<file path="src/hw/rtl/swqt_pkg.sv">
// Shared types and constants for the semaphore wait-queue table.
package swqt_pkg;

  localparam int unsigned DefNumProcs = 16;
  localparam int unsigned OpW         = 2;
  localparam int unsigned KeyW        = 32;
  localparam int unsigned PidW        = 4;
  localparam int unsigned InDataW     = 40;
  localparam int unsigned OutDataW    = 8;

  typedef enum logic [OpW-1:0] {
    OP_INSERT = 2'd0,
    OP_TAKE   = 2'd1,
    OP_REMOVE = 2'd2,
    OP_PEEK   = 2'd3
  } op_e;

  typedef enum logic [6:0] {
    ST_IDLE  = 7'b0000001,
    ST_SCAN  = 7'b0000010,
    ST_TAIL  = 7'b0000100,
    ST_DESC  = 7'b0001000,
    ST_HT    = 7'b0010000,
    ST_HEAD  = 7'b0100000,
    ST_WALK  = 7'b1000000
  } state_e;

  typedef struct packed {
    logic [PidW-1:0] proc_out;
    logic            found;
    logic            refused;
  } result_t;

endpackage

</file>
<file path="src/hw/rtl/swqt_keymem.sv">
// Descriptor key store with a registered read port and the shared key comparator.
module swqt_keymem
  import swqt_pkg::*;
#(
  parameter int unsigned NUM_PROCS = DefNumProcs,
  parameter int unsigned IW        = $clog2(NUM_PROCS)
) (
  input  logic            clk_i,
  input  logic            we_i,
  input  logic [IW-1:0]   wa_i,
  input  logic [KeyW-1:0] wd_i,
  input  logic [IW-1:0]   ra_i,
  input  logic [KeyW-1:0] cmp_i,
  output logic            eq_o
);

  logic [KeyW-1:0] mem_q [NUM_PROCS];
  logic [KeyW-1:0] rd_q;

  always_ff @(posedge clk_i) begin
    if (we_i) begin
      mem_q[wa_i] <= wd_i;
    end
    rd_q <= mem_q[ra_i];
  end

  assign eq_o = (rd_q == cmp_i);

endmodule

</file>
<file path="src/hw/rtl/semaphore_wait_queue_table.sv">
// Top level of the semaphore wait-queue table: sequencer, queue stores and stream ports.
//
//  channel   | dir | fields (low bit up)
//  s_axis    | in  | operation[1:0], sem_key[33:2], proc_id[37:34]
//  m_axis    | out | refused[0], found[1], proc_out[5:2]
//
// One beat is taken at a time. Insert, remove and peek scan the descriptors one per
// cycle through the key comparator; take and remove walk the queue one link per
// cycle.
// The result sits in an output register; no new beat is taken until it is consumed.
// Reset clears the in-use and blocked flags; the other stores need no clearing.
module semaphore_wait_queue_table
  import swqt_pkg::*;
#(
  parameter int unsigned NUM_PROCS = DefNumProcs
) (
  input  logic                clk_i,
  input  logic                rst_ni,
  input  logic                s_axis_tvalid_i,
  output logic                s_axis_tready_o,
  // operation[1:0], sem_key[33:2], proc_id[37:34], zero fill
  input  logic [InDataW-1:0]  s_axis_tdata_i,
  output logic                m_axis_tvalid_o,
  input  logic                m_axis_tready_i,
  // refused[0], found[1], proc_out[5:2], zero fill
  output logic [OutDataW-1:0] m_axis_tdata_o
);

  localparam int unsigned IW = $clog2(NUM_PROCS);
  localparam logic [IW-1:0] LastIdx = IW'(NUM_PROCS - 1);

  state_e state_q, state_d;
  op_e op_q, op_d, s_op;
  logic [KeyW-1:0] key_q, s_key;
  logic [PidW-1:0] s_pid;
  logic [IW-1:0] pid_q, pid_d, s_pidx;
  logic s_pid_ok;
  logic [IW-1:0] d_q, d_d, p_q, p_d, pred_q, pred_d, scan_q, scan_d, free_q, free_d;
  logic free_vld_q, free_vld_d;

  logic [NUM_PROCS-1:0] in_use_q, blocked_q;
  logic in_use_set, in_use_clr, blk_set, blk_clr;
  logic [IW-1:0] in_use_idx, blk_idx;

  logic [IW-1:0] head_mem [NUM_PROCS];
  logic [IW-1:0] tail_mem [NUM_PROCS];
  logic [IW-1:0] next_mem [NUM_PROCS];
  logic [IW-1:0] pdi_mem  [NUM_PROCS];
  logic [IW-1:0] head_rd_q, tail_rd_q, nxa_rd_q, nxb_rd_q, pdi_rd_q;
  logic [IW-1:0] d_ra, nxa_ra, nxb_ra, pid_ra, key_ra;
  logic head_we, tail_we, next_we, pdi_we, key_we;
  logic [IW-1:0] head_wa, head_wd, tail_wa, tail_wd, next_wa, next_wd, pdi_wa, pdi_wd, key_wa;
  logic key_eq;

  result_t res_q, res_d;
  logic out_vld_q, out_set;
  logic accept, hit, free_here;
  logic [IW-1:0] fidx, pn;

  assign s_op   = op_e'(s_axis_tdata_i[1:0]);
  assign s_key  = s_axis_tdata_i[33:2];
  assign s_pid  = s_axis_tdata_i[37:34];
  assign s_pidx = IW'(s_pid);
  assign s_pid_ok = 32'(s_pid) < NUM_PROCS;

  assign s_axis_tready_o = (state_q == ST_IDLE) && !out_vld_q;
  assign accept = s_axis_tvalid_i && s_axis_tready_o;

  swqt_keymem #(.NUM_PROCS(NUM_PROCS), .IW(IW)) u_keymem (
    .clk_i (clk_i),
    .we_i  (key_we),
    .wa_i  (key_wa),
    .wd_i  (key_q),
    .ra_i  (key_ra),
    .cmp_i (key_q),
    .eq_o  (key_eq)
  );

  assign hit       = in_use_q[scan_q] && key_eq;
  assign free_here = !in_use_q[scan_q];
  assign fidx      = free_vld_q ? free_q : scan_q;

  always_comb begin
    state_d = state_q;
    op_d = op_q; pid_d = pid_q; d_d = d_q; p_d = p_q; pred_d = pred_q;
    scan_d = scan_q; free_d = free_q; free_vld_d = free_vld_q;
    d_ra = d_q; nxa_ra = pred_q; nxb_ra = p_q; pid_ra = pid_q; key_ra = scan_q;
    head_we = 1'b0; head_wa = d_q; head_wd = pid_q;
    tail_we = 1'b0; tail_wa = d_q; tail_wd = pid_q;
    next_we = 1'b0; next_wa = pred_q; next_wd = nxb_rd_q;
    pdi_we = 1'b0; pdi_wa = pid_q; pdi_wd = d_q;
    key_we = 1'b0; key_wa = fidx;
    in_use_set = 1'b0; in_use_clr = 1'b0; in_use_idx = d_q;
    blk_set = 1'b0; blk_clr = 1'b0; blk_idx = pid_q;
    out_set = 1'b0;
    res_d = '0;
    pn = p_q;
    case (state_q)
      ST_IDLE: begin
        pid_ra = s_pidx;
        key_ra = '0;
        if (accept) begin
          op_d = s_op;
          pid_d = s_pidx;
          scan_d = '0;
          free_vld_d = 1'b0;
          case (s_op)
            OP_INSERT: begin
              if (!s_pid_ok || blocked_q[s_pidx]) begin
                res_d.refused = 1'b1;
                out_set = 1'b1;
              end else begin
                state_d = ST_SCAN;
              end
            end
            OP_TAKE: begin
              if (s_pid_ok && blocked_q[s_pidx]) begin
                p_d = s_pidx;
                state_d = ST_DESC;
              end else begin
                out_set = 1'b1;
              end
            end
            default: state_d = ST_SCAN;
          endcase
        end
      end
      ST_SCAN: begin
        d_ra = scan_q;
        key_ra = scan_q + 1'b1;
        if (free_here && !free_vld_q) begin
          free_d = scan_q;
          free_vld_d = 1'b1;
        end
        if (hit) begin
          d_d = scan_q;
          state_d = (op_q == OP_INSERT) ? ST_TAIL : ST_HT;
        end else if (scan_q == LastIdx) begin
          state_d = ST_IDLE;
          out_set = 1'b1;
          if (op_q == OP_INSERT) begin
            if (free_vld_q || free_here) begin
              // Allocate the lowest free descriptor with a one-entry queue.
              in_use_set = 1'b1; in_use_idx = fidx;
              key_we = 1'b1;
              head_we = 1'b1; head_wa = fidx;
              tail_we = 1'b1; tail_wa = fidx;
              blk_set = 1'b1;
              pdi_we = 1'b1; pdi_wd = fidx;
            end else begin
              res_d.refused = 1'b1;
            end
          end
        end else begin
          scan_d = scan_q + 1'b1;
        end
      end
      ST_TAIL: begin
        next_we = 1'b1; next_wa = tail_rd_q; next_wd = pid_q;
        tail_we = 1'b1;
        blk_set = 1'b1;
        pdi_we = 1'b1;
        out_set = 1'b1;
        state_d = ST_IDLE;
      end
      ST_DESC: begin
        d_ra = pdi_rd_q;
        d_d = pdi_rd_q;
        state_d = ST_HT;
      end
      ST_HT: begin
        if (op_q == OP_PEEK) begin
          res_d.found = 1'b1;
          res_d.proc_out = PidW'(head_rd_q);
          out_set = 1'b1;
          state_d = ST_IDLE;
        end else begin
          pn = (op_q == OP_REMOVE) ? head_rd_q : p_q;
          p_d = pn;
          nxb_ra = pn;
          nxa_ra = head_rd_q;
          pred_d = head_rd_q;
          scan_d = '0;
          blk_clr = 1'b1; blk_idx = pn;
          if (head_rd_q == pn) begin
            if (tail_rd_q == pn) begin
              in_use_clr = 1'b1;
              res_d.found = 1'b1;
              res_d.proc_out = PidW'(pn);
              out_set = 1'b1;
              state_d = ST_IDLE;
            end else begin
              state_d = ST_HEAD;
            end
          end else begin
            state_d = ST_WALK;
          end
        end
      end
      ST_HEAD: begin
        head_we = 1'b1; head_wd = nxb_rd_q;
        res_d.found = 1'b1;
        res_d.proc_out = PidW'(p_q);
        out_set = 1'b1;
        state_d = ST_IDLE;
      end
      ST_WALK: begin
        if (nxa_rd_q == p_q) begin
          next_we = 1'b1;
          if (tail_rd_q == p_q) begin
            tail_we = 1'b1; tail_wd = pred_q;
          end
          res_d.found = 1'b1;
          res_d.proc_out = PidW'(p_q);
          out_set = 1'b1;
          state_d = ST_IDLE;
        end else if (scan_q == LastIdx) begin
          res_d.found = 1'b1;
          res_d.proc_out = PidW'(p_q);
          out_set = 1'b1;
          state_d = ST_IDLE;
        end else begin
          pred_d = nxa_rd_q;
          nxa_ra = nxa_rd_q;
          scan_d = scan_q + 1'b1;
        end
      end
      default: state_d = ST_IDLE;
    endcase
  end

  always_ff @(posedge clk_i) begin
    if (head_we) head_mem[head_wa] <= head_wd;
    if (tail_we) tail_mem[tail_wa] <= tail_wd;
    if (next_we) next_mem[next_wa] <= next_wd;
    if (pdi_we)  pdi_mem[pdi_wa]   <= pdi_wd;
    head_rd_q <= head_mem[d_ra];
    tail_rd_q <= tail_mem[d_ra];
    nxa_rd_q  <= next_mem[nxa_ra];
    nxb_rd_q  <= next_mem[nxb_ra];
    pdi_rd_q  <= pdi_mem[pid_ra];
  end

  always_ff @(posedge clk_i) begin
    op_q <= op_d; pid_q <= pid_d; d_q <= d_d; p_q <= p_d; pred_q <= pred_d;
    scan_q <= scan_d; free_q <= free_d;
    if (accept) key_q <= s_key;
    if (out_set) res_q <= res_d;
  end

  always_ff @(posedge clk_i or negedge rst_ni) begin
    if (!rst_ni) begin
      state_q <= ST_IDLE;
      free_vld_q <= 1'b0;
      in_use_q <= '0;
      blocked_q <= '0;
      out_vld_q <= 1'b0;
    end else begin
      state_q <= state_d;
      free_vld_q <= free_vld_d;
      if (in_use_set) in_use_q[in_use_idx] <= 1'b1;
      if (in_use_clr) in_use_q[in_use_idx] <= 1'b0;
      if (blk_set) blocked_q[blk_idx] <= 1'b1;
      if (blk_clr) blocked_q[blk_idx] <= 1'b0;
      if (out_set) begin
        out_vld_q <= 1'b1;
      end else if (m_axis_tready_i) begin
        out_vld_q <= 1'b0;
      end
    end
  end

  assign m_axis_tvalid_o = out_vld_q;
  assign m_axis_tdata_o  = {{(OutDataW - 6){1'b0}}, res_q};

  a_no_overlap: assert property (@(posedge clk_i) disable iff (!rst_ni)
    !(s_axis_tready_o && out_vld_q)) else $error("input taken while a result waits");

  a_accept_moves: assert property (@(posedge clk_i) disable iff (!rst_ni)
    accept |=> (state_q != ST_IDLE) || out_vld_q) else $error("accepted beat dropped");

  a_one_flag: assert property (@(posedge clk_i) disable iff (!rst_ni)
    out_vld_q |-> !(res_q.refused && res_q.found)) else $error("refused and found both set");

endmodule

</file>
<file path="config.mk">
export PLATFORM = sky130hd
export DESIGN_NAME = semaphore_wait_queue_table
export DESIGN_NICKNAME = d
export VERILOG_FILES = /design/src/hw/rtl/swqt_pkg.sv /design/src/hw/rtl/swqt_keymem.sv /design/src/hw/rtl/semaphore_wait_queue_table.sv
export SDC_FILE = /design/constraint.sdc
export NUM_CORES = 1
export LEC_CHECK = 0
export BUFFER_PORTS_ARGS = -buffer_cell sky130_fd_sc_hd__buf_2
export CAP_MARGIN = 10
export CORE_UTILIZATION = 50
export CTS_CLUSTER_SIZE = 14
export DETAILED_ROUTE_END_ITERATION = 8
export PLACE_DENSITY_LB_ADDON = 0.12
export SYNTH_ARGS = -nofsm -noshare
export SYNTH_HDL_FRONTEND = slang
export SYNTH_SLANG_ARGS = --single-unit
export TNS_END_PERCENT = 1
</file>
<file path="constraint.sdc">
create_clock -name clk_i -period 9.69 [get_ports clk_i]
set_input_delay 1.938 -clock clk_i [delete_from_list [all_inputs] [get_ports clk_i]]
set_output_delay 1.938 -clock clk_i [all_outputs]
set_load 0.01 [all_outputs]
</file>
# [Yosys cells after proc, flatten, opt, wreduce, memory -nomap -nowiden]
# Memories as Yosys holds them, arrays and structs flattened. A register that Yosys moved wholly into a read port is not among the register bits.
# Index checks and enable logic that the tools add are counted.
# Widths: inputs -> output; s select.
[word_totals] reg_bits=105 mem_bits_rw=768 word_cells=200 n_memories=5
[memory_table] memory="u_keymem.mem_q" words=16 width=32 rd=1 rd_clocked_by_memory_dff=1 write_ports=1 line_no="swqt_keymem.sv:17" source="logic [KeyW-1:0] mem_q [NUM_PROCS];"
[memory_table] memory="head_mem" words=16 width=4 rd=1 rd_clocked_by_memory_dff=1 write_ports=1 line_no="semaphore_wait_queue_table.sv:45" source="logic [IW-1:0] head_mem [NUM_PROCS];"
[memory_table] memory="next_mem" words=16 width=4 rd=2 rd_clocked_by_memory_dff=2 write_ports=1 line_no="semaphore_wait_queue_table.sv:47" source="logic [IW-1:0] next_mem [NUM_PROCS];"
[memory_table] memory="pdi_mem" words=16 width=4 rd=1 rd_clocked_by_memory_dff=1 write_ports=1 line_no="semaphore_wait_queue_table.sv:48" source="logic [IW-1:0] pdi_mem [NUM_PROCS];"
[memory_table] memory="tail_mem" words=16 width=4 rd=1 rd_clocked_by_memory_dff=1 write_ports=1 line_no="semaphore_wait_queue_table.sv:46" source="logic [IW-1:0] tail_mem [NUM_PROCS];"
[classes] addsub=1 magnitude_cmp=6 n_eq_ne=26 muxes=115 bitwise=6 n_reduce_logical=25
[op_table] cell="$mux 4" n=30
[op_table] cell="$mux 16" n=4
[op_table] cell="$mux 7" n=8
[op_table] cell="$mux 1" n=45
[op_table] cell="$pmux 4 s2" n=5
[op_table] cell="$pmux 7 s5" n=1
[op_table] cell="$and 16x16->16" n=2
[op_table] cell="$eq 32x32->1" n=1
[op_table] cell="$not 16->16" n=2
[op_table] cell="$or 16x16->16" n=2
[op_table] cell="$mux 5" n=6
[op_table] cell="$lt 4x5->1 const B" n=4
[op_table] cell="$eq 4x4->1" n=4
[op_table] cell="$pmux 4 s4" n=1
[op_table] cell="$pmux 5 s3" n=1
[op_table] cell="$pmux 7 s2" n=1
[op_table] cell="$ne 2x2->1 const B" n=6
[op_table] cell="$pmux 1 s2" n=6
[op_table] cell="$bmux 1 s4" n=2
[op_table] cell="$demux 1 s4" n=2
[op_table] cell="$ge 4x1->1 const B" n=2
[op_table] cell="$reduce_bool 2->1" n=4
[op_table] cell="$eq 7x1->1 const B" n=1
[op_table] cell="$eq 7x2->1 const B" n=1
[op_table] cell="24 further kinds" n=38

# [Depth between registers and ports, before layout]
# Gate-level depths: netlist of the first run.
[logic_depth] word_depth=17 ltp_mapped=13 ltp_nobuf=9

# [Hierarchy]
# A second synthesis of the first run with hierarchy kept.
[hier_totals] cells_unflattened=2186 area_unflattened_um2=37186.9
[by_module_without_submodules] mod="swqt_keymem" instances=1 cells_per_inst=881 area_each_um2=20181.9 seq_area_each_um2=16015.4
[by_module_without_submodules] mod="semaphore_wait_queue_table" instances=1 cells_per_inst=1305 area_each_um2=17005.1 seq_area_each_um2=10996.8

# [Worst setup path after synthesis of the first run]
# OpenSTA, ideal clock, no wires.
[synth_timing] path_type="input-to-reg" startpoint="in s_axis_tdata_i[34]" endpoint="reg res_q (netlist bit m_axis_tdata_o[0]), enable pin" setup_ns=0.325 arrival_time_ns=3.802 t_required_ns=9.365 slack_ns=5.564 path_stages=7 n_path_buf=1 path_cell_list="clkbuf_1 mux4_2 mux4_2 xnor2_1 nor3_1 nor2_1 nand3_1"
[synth_via] elab_chain_len=6
[synth_rtl] item="start, declared" line_no="semaphore_wait_queue_table.sv:22" source="input logic [InDataW-1:0] s_axis_tdata_i,"
[synth_rtl] item="$bmux 1 s4 *" line_no="semaphore_wait_queue_table.sv:109, semaphore_wait_queue_table.sv:117"
[synth_rtl] item="$mux 1 (not written as such) *" line_no="semaphore_wait_queue_table.sv:109, semaphore_wait_queue_table.sv:117"
[synth_rtl] item="$mux 1 (on tied branches)" line_no="semaphore_wait_queue_table.sv:117, semaphore_wait_queue_table.sv:109"
[synth_rtl] item="$pmux 1 s2 *" line_no="semaphore_wait_queue_table.sv:107" source="case (s_op)"
[synth_rtl] item="$mux 1 *" line_no="semaphore_wait_queue_table.sv:102" source="if (accept) begin"
[synth_rtl] item="$pmux 1 s5 *" line_no="semaphore_wait_queue_table.sv:98" source="case (state_q)"
[synth_rtl] item="via out_set" line_no="semaphore_wait_queue_table.sv:56" source="logic out_vld_q, out_set;"
[synth_rtl] item="end signal, assigned" line_no="semaphore_wait_queue_table.sv:248" source="if (out_set) res_q <= res_d;"
[synth_rtl] item="end, declared" line_no="semaphore_wait_queue_table.sv:55" source="result_t res_q, res_d;"
# Mark *: on every way through the listed nets, which the timed path passes. The rest lies on a longest branch. The select of a mux whose other input is x is not followed.
# A chain may end at the register's enable or synchronous reset.

# [Worst setup path in the final report of the first run]
[layout_timing] startpoint="reg state_q[2]" endpoint="reg u_keymem.rd_q[11], read port of u_keymem.mem_q"
[layout_via] elab_chain_len=2
[layout_rtl] item="start, declared" line_no="semaphore_wait_queue_table.sv:32" source="state_e state_q, state_d;"
[layout_rtl] item="start signal, assigned" line_no="semaphore_wait_queue_table.sv:259" source="state_q <= state_d;"
[layout_rtl] item="$eq 7x2->1 or $eq 7x1->1 (tied branches)" line_no="semaphore_wait_queue_table.sv:98"
[layout_rtl] item="$pmux 4 s2 *" line_no="semaphore_wait_queue_table.sv:98"
[layout_rtl] item="end, declared" line_no="swqt_keymem.sv:18" source="logic [KeyW-1:0] rd_q;"
# Mark *: on every way between the ends. The rest lies on a longest branch, timed or not.

==> results of run 1 <==
-- Yosys cell counts, types with 20 or more instances --
cell / instances
a211oi_1: 71
a21oi_1: 68
a221o_1: 33
a22o_1: 22
a31oi_1: 78
and2_1: 61
buf_2: 40
buf_4: 20
clkbuf_1: 79
dfrtp_1: 40
dfxtp_1: 56
edfxtp_1: 828
inv_1: 21
mux2_2: 107
mux2i_1: 249
nand2_1: 276
nand3_1: 36
nand4_1: 21
nor2_1: 139
nor3_1: 37
nor4_1: 22
o21ai_0: 39
o22ai_1: 43
xor2_1: 33
-- layer usage --
metal,global-route usage (%),vias up
met2,41.4,703
li1,-,10300
met5,0,-
met3,2.87,181
met4,8.03,0
met1,31.9,11600
-- critical path, delay by kind of cell, from the launching register on --
family                 cells  cell delay (ps)
buffers and inverters      2             1680
muxes                      2              460
AOI/OAI and AO/OA          3              990
DFF                        1              500
and+or+nand+nor            2             1070
-- path summary, 6_finish.rpt --
path	from	endpoint	slack (ps)	cells after the start
max	state_q[2]$_DFFE_PN0P_	u_keymem.rd_q[11]$_DFF_P_	4740	9
min	blocked_q[4]$_DFF_PN0_	blocked_q[4]$_DFF_PN0_	510	1
max reg2reg	state_q[2]$_DFFE_PN0P_	u_keymem.rd_q[11]$_DFF_P_	4740	9
min reg2reg	blocked_q[4]$_DFF_PN0_	blocked_q[4]$_DFF_PN0_	510	1
max in group asynchronous	rst_ni	in_use_q[0]$_DFF_PN0_	7570	1
min in group asynchronous	rst_ni	blocked_q[8]$_DFF_PN0_	1450	1
-- cells in the final DEF (no fill, tap or decap), drive strengths merged, types with 17 or more instances in the layout --
cell	netlist	final
nand2	276	276
a211oi	73	73
nor4	23	23
nor2	141	141
dfxtp	56	56
dfrtp	40	40
inv	23	24
and2	71	71
nand2b	17	17
xnor2	17	17
clkinv	1	51
a22oi	17	17
mux2i	250	250
a22o	22	22
nand4	21	21
clkbuf	79	120
o21ai	40	40
buf	76	96
xor2	33	33
edfxtp	828	828
nand3	36	36
a221o	33	33
o22ai	43	43
a21oi	70	70
nor3	38	38
mux2	108	108
a31oi	78	78
-- cells by family (layout without fill, tap and decap cells) --
group,Yosys count,count (layout),synth area share [%]
DFF,925,925,70.0
and+or+nand+nor,661,661,7.95
AOI/OAI and AO/OA,455,455,8.36
muxes,371,371,10.4
buffers and inverters,179,300,2.15
xor gates and xnor gates,50,50,1.13
adders and majority gates,1,1,0.0324
other,1,2,0.00971
-- stage by stage --
step | hold slack (ps) | util, % | setup WS, ps
after global placement | 492 | 52.5 | 4790
after CTS | 513 | 56.6 | 4720
after global routing | 522 | 56.6 | 4400
after floorplan | 421 | - | 5560
final | 514 | 56.6 | 4740
after detailed placement | 499 | 52.5 | 4710
-- where the power goes --
part / internal, mW / switching [mW]
sequential: 4.54 / 0.166
combinational: 0.511 / 0.806
clock: 2.03 / 1.54
total: 7.07 / 2.51
-- flip-flops by register name, summed over array words and instances (netlist names), 6 cells and up --
register,count
next_mem,64
u_keymem.rd_q,32
head_mem,64
tail_mem,64
in_use_q,16
blocked_q,16
pdi_mem,64
state_q,7
m_axis_tdata_o,6
key_q,32
u_keymem.mem_q,512
-- final cells by class --
class | instances | area (um^2) | share of cell area (%)
clock buffer | 120 | 2560 | 5.95
clock inverter | 60 | 541 | 1.25
tap | 1030 | 1290 | 2.99
inverter | 24 | 90.1 | 0.209
multi-input combinational | 1540 | 11000 | 25.5
sequential | 925 | 27000 | 62.7
timing repair buffer | 96 | 611 | 1.42
==> impl_metrics.py, run 1 <==
metrics = {
    "sta": {
        "slew_headroom_pct": 20.9,
        "worst_pin_slew_ps": 1180,
        "setup_tns_ps": 0,
        "hold_viol_final": 0,
        "skew_ps": 59.5,
        "min_period_ps": 4950,
        "finalSetupViolCount": 0,
        "clock.fmax_ghz": 0.202,
        "finalCritPeriodShare_pct": 51.1,
        "grt_setup_unrepaired": "no",
        "slew_violations": 0,
    },
    "critical_path": {
        "crit_slowest_cell": "buf_4",
        "critPathKind": "reg -> reg",
        "crit_top_cell": "buf_4",
        "worstPathRequired_ps": 10260,
        "end_kind": "flop",
        "cp.arrival_ps": 5530,
        "path_cells": "or4b_2, nor2_2, a22o_4, buf_4, buf_4, mux2i_1, mux2_2, o22ai_1, a221o_1",
        "cp_max_fo": 77,
        "crit_path_start_kind": "flop",
        "slowest_delay_ps": 890,
    },
    "detailed_routing": {
        "final_antenna_net_count": 0,
        "first_iter_violations": 1914,
        "vias": 22800,
        "wl_mm": 93.7,
        "top_layer": "met4",
        "via_per_inst": 5.99,
        "wl_met3_mm": 4.31,
        "dr.pass1.iters": 6,
        "wl_met1_mm": 39.6,
        "dr_wl_met2_mm": 47.0,
        "wl_per_cell_um": 24.7,
        "drc_errors": 0,
    },
    "logic_synthesis": {
        "syn_inst": 2643,
        "yosys_warnings": 0,
        "syn-cell-area_um2": 38600,
        "ys_types": 83,
        "yosys.area.top_type": "edfxtp_1",
        "syn_avg_cell_area_um2": 14.6,
        "ys_async_sr_fraction_pct": 4.43,
        "synth_area_leaders": "edfxtp_1, mux2i_1, mux2_2, dfxtp_1, nand2_1",
        "synthFlopType": "edfxtp_1",
        "synth_seq_cells": 925,
        "synth_edf_count": 828,
        "yosys.area.top_type_share_pct": 64.4,
        "synth-seq-area-share_pct": 70.0,
    },
    "clocking": {
        "cts.sinks": 925,
        "numCtsBuffers": 96,
        "cts_tree": "built",
        "clock_latency_ps": 690,
        "cts_buffer_depth": 3,
        "holdBufCountCts": 0,
        "cts-resized-gates": 0,
        "htreeDepth": 3,
        "cts_setup_buffers": 0,
        "root_buffer": "clkbuf_16",
        "clkSlewWorstSetupHoldPaths_ps": 60,
    },
    "floorplan": {
        "num_rows": 101,
        "pin_count": 54,
        "core-area_um2": 76200,
        "start_util_pct": 50.7,
        "dieWidth_um": 280,
        "die_area_um2": 78300,
        "die_y_um": 280,
    },
    "global_routing": {
        "gr-total-overflow": 0,
        "grt_pass1_wl_mm": 141,
        "grt_max_degree": 177,
        "grt_pass1_vias": 22800,
        "antenna_found_initial": 0,
        "track_usage_pct": 24.1,
    },
    "place": {
        "placed_cells": 3615,
        "place_congestion": 0.848,
        "detailed_place.area_um2": 40000,
        "hpwl_mm": 54.4,
        "io_buffers": 49,
    },
    "finish": {
        "n_antenna_cell": 0,
        "fin_cells": 3795,
        "fin_area_um2": 43100,
        "nets": 2728,
        "drive_gt1_share_pct": 14.6,
        "fillers": 6081,
        "syn2layout_area_growth_pct": 11.6,
    },
    "flow_run": {
        "maxCapViolations": 0,
    },
    "power": {
        "powerDensity_nw_per_um2": 222,
        "leakagePower_nw": 14.5,
        "finalPower_mw": 9.58,
        "peakVddDrop_mv": 0.191,
    },
    "run_status": {
        "status": "complete, no violations",
    },
    "min_path": {
        "hp-class": "reg -> reg",
    },
}
Note: power is estimated with default switching activity, not from simulation.
==> run 2, diff against run 1 <==
==> constraint.sdc (replaced) <==
create_clock -name clk_i -period 5.13 [get_ports clk_i]
set_input_delay 1.026 -clock clk_i [delete_from_list [all_inputs] [get_ports clk_i]]
set_output_delay 1.026 -clock clk_i [all_outputs]
set_load 0.01 [all_outputs]
==> run 2 against run 1 <==
Against the previous run: combinational power is 95% higher; routed wire length down 0.58%; setup slack got worse by 3900 ps; final area grew 0.93%; critical path type unchanged; largest power group unchanged.
==> impl_metrics.py, run 2 (same netlist as run 1, synthesis figures left out) <==
metrics = {
    "run_status": {
        "status": "complete, no violations",
    },
    "finish": {
        "largest_reg_flops": 512,
        "final_cell_mix": "edfxtp_1, nand2_1, mux2i_1",
        "fin_area_um2": 43500,
        "layout_commonest_cell": "edfxtp_1",
        "drive_gt1_share_pct": 15.5,
        "n_antenna_cell": 0,
        "fillers": 5944,
        "seqCellArea_um2": 27000,
        "fin_cells": 3817,
        "multi_input_area_um2": 11000,
        "nets": 2751,
        "syn2layout_area_growth_pct": 12.7,
        "top_register": "u_keymem.mem_q",
    },
    "critical_path": {
        "cp.arrival_ps": 4620,
        "cp_max_fo": 25,
        "worstPathRequired_ps": 5480,
        "cp_num_buf_inv": 2,
        "cp_num_cells": 9,
        "r2r_cells": 9,
        "crit_family": "simple AND/OR/NAND/NOR gates",
        "crit_path_start_kind": "flop",
        "path_cells": "mux4_2, nor2b_1, a211oi_1, a31oi_1, a21oi_2, buf_4, nand2b_1, nor2_4, buf_4",
        "end_kind": "flop",
        "slowest_delay_ps": 840,
        "crit_slowest_cell": "nor2_4",
        "crit_top_cell": "buf_4",
        "critPathKind": "reg -> reg",
    },
    "clocking": {
        "clkSlewWorstSetupHoldPaths_ps": 60,
        "numCtsBuffers": 96,
        "holdBufCountCts": 0,
        "cts_tree": "built",
        "cts_setup_buffers": 0,
        "root_buffer": "clkbuf_16",
        "cts_buffer_depth": 3,
        "htreeDepth": 3,
        "clock_latency_ps": 670,
        "cts-resized-gates": 0,
        "cts.sinks": 925,
    },
    "sta": {
        "skew_ps": 39.0,
        "hold_viol_final": 0,
        "setup_tns_ps": 0,
        "min_period_ps": 4270,
        "worst_pin_slew_ps": 1140,
        "finalCritPeriodShare_pct": 83.2,
        "grt_setup_unrepaired": "no",
        "slew_violations": 0,
        "slew_headroom_pct": 22.3,
        "clock.fmax_ghz": 0.234,
        "finalSetupViolCount": 0,
    },
    "power": {
        "combinationalPowerShare_pct": 13.9,
        "finalPower_mw": 18.6,
        "p_int_mw": 13.8,
        "peakVddDrop_mv": 0.396,
        "p_clk_share_pct": 38.3,
        "p_seq_share_pct": 47.8,
        "p_sw_mw": 4.77,
        "powerDensity_nw_per_um2": 426,
        "swShare_pct": 25.7,
        "leakagePower_nw": 14.7,
    },
    "place": {
        "hpwl_mm": 57.8,
        "detailed_place.area_um2": 40200,
        "placed_cells": 3638,
        "io_buffers": 49,
        "place_congestion": 0.886,
    },
    "detailed_routing": {
        "final_antenna_net_count": 0,
        "via_per_inst": 5.92,
        "wl_mm": 93.1,
        "dr.pass1.iters": 6,
        "first_iter_violations": 2051,
        "wl_per_cell_um": 24.4,
        "drc_errors": 0,
        "vias": 22600,
    },
    "global_routing": {
        "grt_pass1_vias": 22400,
        "grt_pass1_wl_mm": 141,
        "antenna_found_initial": 1,
        "grt_max_degree": 107,
        "track_usage_pct": 24.0,
        "gr-total-overflow": 0,
    },
    "min_path": {
        "hold_depth": 1,
        "hp-class": "reg -> reg",
    },
    "floorplan": {
        "num_rows": 101,
        "dieWidth_um": 280,
        "start_util_pct": 50.7,
        "pin_count": 54,
        "die_area_um2": 78300,
        "core-area_um2": 76200,
        "die_y_um": 280,
    },
    "flow_run": {
        "maxCapViolations": 0,
    },
}
-- run 2: cell count changes in the layout (fill, tap and decap cells not counted), moves of 2 or more --
cell,delta
buf_12,+6
clkbuf_8,+8
bufinv_16,+4
clkbuf_1,+8
buf_4,+17
clkinv_1,-15
inv_6,+2
clkinv_2,-6
clkinv_16,-2
-- run 2: metal layers --
metal	part of all wire, %	up-vias	track usage (%)
li1	-	10300	-
met1	42	11400	31.8
met2	51	723	41.5
met3	4.6	157	2.84
met4	2.8	0	7.54
met5	0	-	0
-- run 2: final timing paths --
kind                            slack [ps]                    start                              end
worst max-delay path                   860  scan_q[0]$_SDFFCE_PN0P_  u_keymem.mem_q[0][11]$_DFFE_PP_
worst min-delay path                   500   blocked_q[1]$_DFF_PN0_           blocked_q[1]$_DFF_PN0_
worst max register to register         860  scan_q[0]$_SDFFCE_PN0P_  u_keymem.mem_q[0][11]$_DFFE_PP_
worst min register to register         500   blocked_q[1]$_DFF_PN0_           blocked_q[1]$_DFF_PN0_
max in group asynchronous             3960                   rst_ni           blocked_q[2]$_DFF_PN0_
min in group asynchronous              540                   rst_ni           state_q[5]$_DFFE_PN0P_
-- run 2: stage by stage --
| stage | util [%] | hold slack [ps] | worst slack, ps |
|---|---|---|---|
| global placement | 52.8 | 476 | 872 |
| detailed placement | 52.8 | 483 | 831 |
| CTS | 57.1 | 489 | 832 |
| floorplan | - | 421 | 1010 |
| finish | 57.1 | 497 | 859 |
| global route | 57.1 | 509 | 582 |
-- run 2: area by class of cell --
cell class | count | area share (%)
clock inverter | 42 | 1.23
timing repair buffer | 119 | 1.97
tap | 1030 | 2.96
multi-input combinational | 1540 | 25.3
clock buffer | 137 | 6.27
sequential | 925 | 62.1
inverter | 24 | 0.207
-- run 2: power groups by stage --
stage	registers [mW]	logic [mW]	clock network (mW)
floorplan	8.89	1.81	0
global placement	9.01	2.57	0
detailed placement	9.03	2.60	0
CTS	8.87	2.61	7.21
global route	8.90	2.79	7.47
finish	8.87	2.58	7.10
